$ cat src/hdl/sensor_frame_deframer_core_assert.svh
// ---------------------------------------------------------------------------
// Assertion macros for the sensor frame deframer
// Shared forms of clocked, reset-qualified checks.
// ---------------------------------------------------------------------------
`ifndef SENSOR_FRAME_DEFRAMER_CORE_ASSERT_SVH
`define SENSOR_FRAME_DEFRAMER_CORE_ASSERT_SVH

// The consequent must hold in the same cycle as the antecedent.
`define SFD_ASSERT_SAME(label, clk, rst_n, ante, cons, msg) \
	label: assert property (@(posedge clk) disable iff (!(rst_n)) (ante) |-> (cons)) \
		else $error(msg);

// The consequent must hold in the cycle after the antecedent.
`define SFD_ASSERT_NEXT(label, clk, rst_n, ante, cons, msg) \
	label: assert property (@(posedge clk) disable iff (!(rst_n)) (ante) |=> (cons)) \
		else $error(msg);

`endif

$ cat src/hdl/sfd_pkg.sv
// ---------------------------------------------------------------------------
// Sensor frame deframer package
// Types and constants shared by the deframer RTL.
// ---------------------------------------------------------------------------
`timescale 1ns / 1ps
`default_nettype none

package sfd_pkg;

	localparam int SENSORS_PER_SET = 8;
	localparam int CNT_W = 3;
	localparam int ID_W = 3;
	localparam int LEVEL_W = 10;

	localparam logic [7:0] STOP_FIRST = 8'hFF;
	localparam logic [7:0] STOP_SECOND = 8'h3F;
	localparam logic [ID_W-1:0] LAST_ID = ID_W'(SENSORS_PER_SET - 1);

	typedef enum logic [1:0] {
		KIND_SAMPLE = 2'd0,
		KIND_TIME = 2'd1,
		KIND_STOP = 2'd2
	} kind_t;

	typedef struct packed {
		logic set_marked;
		logic set_done;
		logic [LEVEL_W-1:0] level_value;
		logic [ID_W-1:0] sensor_id;
		kind_t frame_kind;
	} result_t;

endpackage

`default_nettype wire

$ cat src/hdl/sensor_frame_deframer_core.sv
// ---------------------------------------------------------------------------
// Sensor frame deframer
// Parses two-byte sensor frames from a byte stream into sample, timestamp
// and stop items.
// ---------------------------------------------------------------------------
// A byte that completes a frame is captured in the input register, and its result is
// then loaded into the result register when that register is empty or being taken.
// Throughput: one byte per cycle; both registers advance together whenever
// the result register is empty or being taken.
// Reset: arst_n clears the held byte flag, start flag, marker and set count.
`timescale 1ns / 1ps
`default_nettype none

`include "sensor_frame_deframer_core_assert.svh"

module sensor_frame_deframer_core (
	input wire logic clk,
	input wire logic arst_n,
	input wire logic s_tvalid,
	output logic s_tready,
	input wire logic [7:0] s_tdata, // [7:0] rx_byte
	output logic m_tvalid,
	input wire logic m_tready,
	output logic [15:0] m_tdata, // [2:0] sensor_id, [12:3] level_value, [13] set_done,
	                             // [14] set_marked, [15] zero
	output logic [1:0] m_tuser   // [1:0] frame_kind
);

	logic in_valid_s1;
	logic [7:0] in_byte_s1;
	logic out_valid_s2;
	sfd_pkg::result_t out_res_s2;

	logic holding_q;
	logic [7:0] held_q;
	logic started_q;
	logic pending_q;
	logic [sfd_pkg::CNT_W-1:0] samples_q;

	logic out_free;
	logic adv;
	logic res_valid;
	sfd_pkg::result_t res;
	logic holding_d;
	logic [7:0] held_d;
	logic started_d;
	logic pending_d;
	logic [sfd_pkg::CNT_W-1:0] samples_d;
	logic mark;
	logic [sfd_pkg::CNT_W:0] cnt;

	assign out_free = !out_valid_s2 || m_tready;
	assign s_tready = !in_valid_s1 || out_free;
	assign adv = in_valid_s1 && out_free;

	always_comb begin
		holding_d = holding_q;
		held_d = held_q;
		started_d = started_q;
		pending_d = pending_q;
		samples_d = samples_q;
		res_valid = 1'b0;
		res = '0;
		mark = pending_q | in_byte_s1[6];
		cnt = {1'b0, samples_q} + {{sfd_pkg::CNT_W{1'b0}}, 1'b1};
		if (!holding_q) begin
			held_d = in_byte_s1;
			holding_d = 1'b1;
		end else if (held_q == sfd_pkg::STOP_FIRST && in_byte_s1 == sfd_pkg::STOP_SECOND) begin
			holding_d = 1'b0;
			if (!started_q) begin
				started_d = 1'b1;
			end else begin
				started_d = 1'b0;
				pending_d = 1'b0;
				samples_d = '0;
				res_valid = 1'b1;
				res.frame_kind = sfd_pkg::KIND_STOP;
			end
		end else if (!held_q[7] || in_byte_s1[7]) begin
			held_d = in_byte_s1;
		end else begin
			holding_d = 1'b0;
			pending_d = mark;
			if (!started_q) begin
				started_d = 1'b1;
			end else begin
				res_valid = 1'b1;
				res.sensor_id = held_q[6:4];
				res.level_value = {held_q[3:0], in_byte_s1[5:0]};
				if (mark && held_q[6:4] == sfd_pkg::LAST_ID) begin
					pending_d = 1'b0;
					res.frame_kind = sfd_pkg::KIND_TIME;
				end else begin
					res.frame_kind = sfd_pkg::KIND_SAMPLE;
					if (cnt >= (sfd_pkg::CNT_W + 1)'(sfd_pkg::SENSORS_PER_SET)) begin
						samples_d = '0;
						res.set_done = 1'b1;
						res.set_marked = mark;
						pending_d = 1'b0;
					end else begin
						samples_d = cnt[sfd_pkg::CNT_W-1:0];
					end
				end
			end
		end
	end

	always_ff @(posedge clk or negedge arst_n) begin
		if (!arst_n) begin
			in_valid_s1 <= 1'b0;
			out_valid_s2 <= 1'b0;
			holding_q <= 1'b0;
			held_q <= '0;
			started_q <= 1'b0;
			pending_q <= 1'b0;
			samples_q <= '0;
		end else begin
			if (s_tready) begin
				in_valid_s1 <= s_tvalid;
			end
			if (out_free) begin
				out_valid_s2 <= adv && res_valid;
			end
			if (adv) begin
				holding_q <= holding_d;
				held_q <= held_d;
				started_q <= started_d;
				pending_q <= pending_d;
				samples_q <= samples_d;
			end
		end
	end

	always_ff @(posedge clk) begin
		if (s_tready && s_tvalid) begin
			in_byte_s1 <= s_tdata;
		end
		if (adv && res_valid) begin
			out_res_s2 <= res;
		end
	end

	assign m_tvalid = out_valid_s2;
	assign m_tuser = out_res_s2.frame_kind;
	assign m_tdata = {1'b0, out_res_s2.set_marked, out_res_s2.set_done,
		out_res_s2.level_value, out_res_s2.sensor_id};

	`SFD_ASSERT_SAME(a_stop_empty, clk, arst_n,
		m_tvalid && m_tuser == sfd_pkg::KIND_STOP, m_tdata == '0,
		"Stop item carries nonzero payload.")
	`SFD_ASSERT_SAME(a_marked_needs_done, clk, arst_n,
		m_tvalid && m_tdata[14], m_tdata[13] && m_tuser == sfd_pkg::KIND_SAMPLE,
		"Marked flag without a completed set.")
	`SFD_ASSERT_SAME(a_count_range, clk, arst_n, 1'b1,
		samples_q <= sfd_pkg::CNT_W'(sfd_pkg::SENSORS_PER_SET - 1),
		"Set count out of range.")
	`SFD_ASSERT_NEXT(a_stop_clears, clk, arst_n,
		adv && res_valid && res.frame_kind == sfd_pkg::KIND_STOP,
		!started_q && !pending_q && samples_q == '0,
		"Stop frame did not clear stream state.")
	`SFD_ASSERT_NEXT(a_result_lands, clk, arst_n, adv && res_valid, m_tvalid,
		"Result was not loaded into the output register.")

endmodule

`default_nettype wire

$ cat config.mk
export PLATFORM = sky130hd
export DESIGN_NAME = sensor_frame_deframer_core
export DESIGN_NICKNAME = d
export VERILOG_FILES = /design/src/hdl/sfd_pkg.sv /design/src/hdl/sensor_frame_deframer_core.sv
export VERILOG_INCLUDE_DIRS = /design/src /design/src/hdl
export SDC_FILE = /design/constraint.sdc
export NUM_CORES = 1
export LEC_CHECK = 0
export ABC_AREA = 1
export ABC_CLOCK_PERIOD_IN_PS = 2200
export BUFFER_PORTS_ARGS = -buffer_cell sky130_fd_sc_hd__clkbuf_2
export CORE_AREA = 5 5 48 91
export DETAILED_ROUTE_END_ITERATION = 8
export DIE_AREA = 0 0 53 96
export HOLD_SLACK_MARGIN = 0.15
export PLACE_DENSITY = 0.88
export SETUP_SLACK_MARGIN = 0.02
export SYNTH_ARGS = -nofsm -noshare
export SYNTH_HDL_FRONTEND = slang
export SYNTH_SLANG_ARGS = --single-unit
$ cat constraint.sdc
create_clock -name clk -period 2.2 [get_ports clk]
set_input_delay 0.33 -clock clk [delete_from_list [all_inputs] [get_ports clk]]
set_output_delay 0.33 -clock clk [all_outputs]
set_load 0.005 [all_outputs]
==> impl_metrics.tcl <==
set metrics [dict create \
    crit_arrival_ps 1520 \
    cts_tree "yes" \
    p_leak_nw 0.990 \
    required_ps 2250 \
    vias 1335 \
    core_sq_mm 0.00361 \
    synth_area_sq_mm 0.00188 \
    overflow 0 \
    worst-path-max-fanout 14 \
    drive_gt1_frac 0.260 \
    wirelength_mm 3.13 \
    cp_slowest_stage_delay_ps 470 \
    io_buffer_count 30 \
    row_count 31 \
    wl_met1_mm 1.04 \
    worstSkewPairLatency_ps 300 \
    yosys.cell_types.count 22 \
    slowest_stage "edfxtp_1" \
    synth-seq-cells 41 \
    seq_area_frac_synth 0.613 \
    min_path_type "in -> reg" \
    cts_sinks 41 \
    cts_buffers 5 \
    place_congestion 0.830 \
    utilization 0.600 \
    crit_type "reg -> reg" \
    drt-initial-drc-count 28 \
    die_y_um 96 \
    clk_pin_slew_worst_paths_ps 80 \
    layout_commonest_cell "nand2_1" \
    status "complete, no violations" \
    path_cells "inv_1, nand3_1, nor2_2, nand3_2, nand3_4, nor2_1" \
    finalCriticalPeriod_ps 1470 \
    final_hold_viol_count 0 \
    initial_utilization 0.521 \
    final_cell_area_sq_mm 0.00216 \
    dr_wl_met3_um 180 \
    peakVddDrop_v 0.000618 \
    grt_pass1_wl_mm 5.45 \
    ys_warn_count 0 \
    place_hpwl_mm 2.50 \
    setup_violations 0 \
    cp-end-kind "flip-flop" \
    mostFrequentLayoutCells "nand2_1, clkbuf_2, inv_1, nor2_1, edfxtp_1" \
    rrSetupSlack_ps 730 \
    wl_met2_mm 1.70 \
    cts-root-buf "clkbuf_8" \
    final_nets 243 \
    finalSetupTns_ps 0 \
    drv_cap 0 \
    drv_slew 0 \
    fin_worst_skew_ps 6.88 \
    antenna_found_initial 0 \
    syn_inst 194 \
    top_layer "met4" \
    grt_start_max_net_pins 18 \
    start_kind "flip-flop" \
    ant_nets 0 \
    period_share 0.667 \
    vias_per_cell 4.77 \
    max_freq_mhz 682 \
    power.density_mw_per_mm2 868 \
    die_width_um 53 \
    post_drt_wl_per_cell_um 11.2 \
    ios 32 \
    avgSynthCellArea_sq_um 9.69 \
    cts_buffer_depth 2 \
    dpl_cell_area_sq_mm 0.00206 \
    htreeDepth 2 \
    grt_pass1_vias 1309 \
    dr.pass1.iters 4 \
    antenna-diode-count 0 \
    drc 0 \
    die-area_sq_mm 0.00509 \
    syn_nets 207 \
    track_usage 0.151 \
    area_delta_synth_final_pct 15.1 \
    rsz0062_at_grt "false" \
]
-- cell usage after synthesis --
cell,count,area share
a21oi_1,1,0.0027
buf_12,1,0.011
buf_4,1,0.0040
buf_6,1,0.0060
conb_1,1,0.0020
dfrtp_1,16,0.21
edfxtp_1,25,0.40
ha_1,1,0.0067
inv_1,28,0.056
nand2_1,48,0.096
nand2_2,2,0.0067
nand2_4,1,0.0060
nand3_1,14,0.037
nand3_2,1,0.0053
nand3_4,1,0.0093
nor2_1,25,0.050
nor2_2,12,0.040
nor2_4,2,0.012
nor3_1,1,0.0027
o21ai_0,10,0.027
o21ai_2,1,0.0047
or2_2,1,0.0033
-- registers in the layout (all words and copies together) (netlist names) --
name	flops
samples_q	3
started_q	1
m_tdata	15
in_byte_s1	8
holding_q	1
pending_q	1
held_q	8
in_valid_s1	1
m_tuser	2
m_tvalid	1
-- metal layers --
metal | up-vias | track usage
li1 | 678 | -
met4 | 0 | 0.134
met2 | 43 | 0.265
met3 | 20 | 0.0326
met1 | 594 | 0.140
met5 | - | 0
-- cells by family after synthesis --
logic type,after synthesis,share of synthesized area
compound gates,12,0.0340
fa+ha+maj,1,0.00666
buf+inv,31,0.0766
flops,41,0.613
other cells,1,0.00200
simple gates,108,0.268
-- cell type report --
| type | instances | area (sq um) |
|---|---|---|
| clock buffers | 5 | 68.8 |
| flip-flops and latches | 41 | 1150 |
| fillers | 318 | 1440 |
| clock inverters | 3 | 25.0 |
| inverters | 28 | 105 |
| repair buffers | 32 | 168 |
| multi-input cells | 122 | 584 |
| well taps | 49 | 61.3 |
-- worst max-delay path, delay by kind of cell (launching register included) --
kind | cells | cell delay, ps
and+or+nand+nor | 5 | 590
DFF | 1 | 470
buffers and inverters | 1 | 150
-- timing repair --
action,CTS,global route
gates resized for setup,0,0
buffers inserted,0,0
hold endpoints to repair,16,0
hold buffers,1,0
-- where the power goes --
part / total [mW] / switching [mW] / leakage (nW) / internal [mW]
Sequential: 1.02 / 0.0873 / 0.426 / 0.934
Clock: 0.493 / 0.264 / 0.0447 / 0.228
Combinational: 0.365 / 0.228 / 0.519 / 0.137
-- path summary, 6_finish.rpt --
| kind | cells after the start | to | startpoint |
|---|---|---|---|
| setup reg to reg | 6 | m_tuser[0] | in_byte_s1[7] |
| max in group asynchronous | 2 | held_q[2] | arst_n |
| min in group asynchronous | 2 | held_q[5] | arst_n |
| hold / removal | 1 | in_byte_s1[7] | s_tdata[7] |
| setup / recovery | 6 | m_tuser[0] | in_byte_s1[7] |
| hold reg to reg | 2 | pending_q | pending_q |
-- per-stage QoR --
step / cells / setup WS (ps) / hold slack [ps] / power, mW
floorplan: 194 / 367 / 34.4 / 1.31
global placement: 271 / 809 / 281 / 1.38
detailed placement: 271 / 774 / 285 / 1.40
CTS: 280 / 740 / 194 / 1.90
global route: 280 / 622 / 186 / 2.00
finish: 280 / 733 / 202 / 1.88
Note: power is estimated with default switching activity, not from simulation.
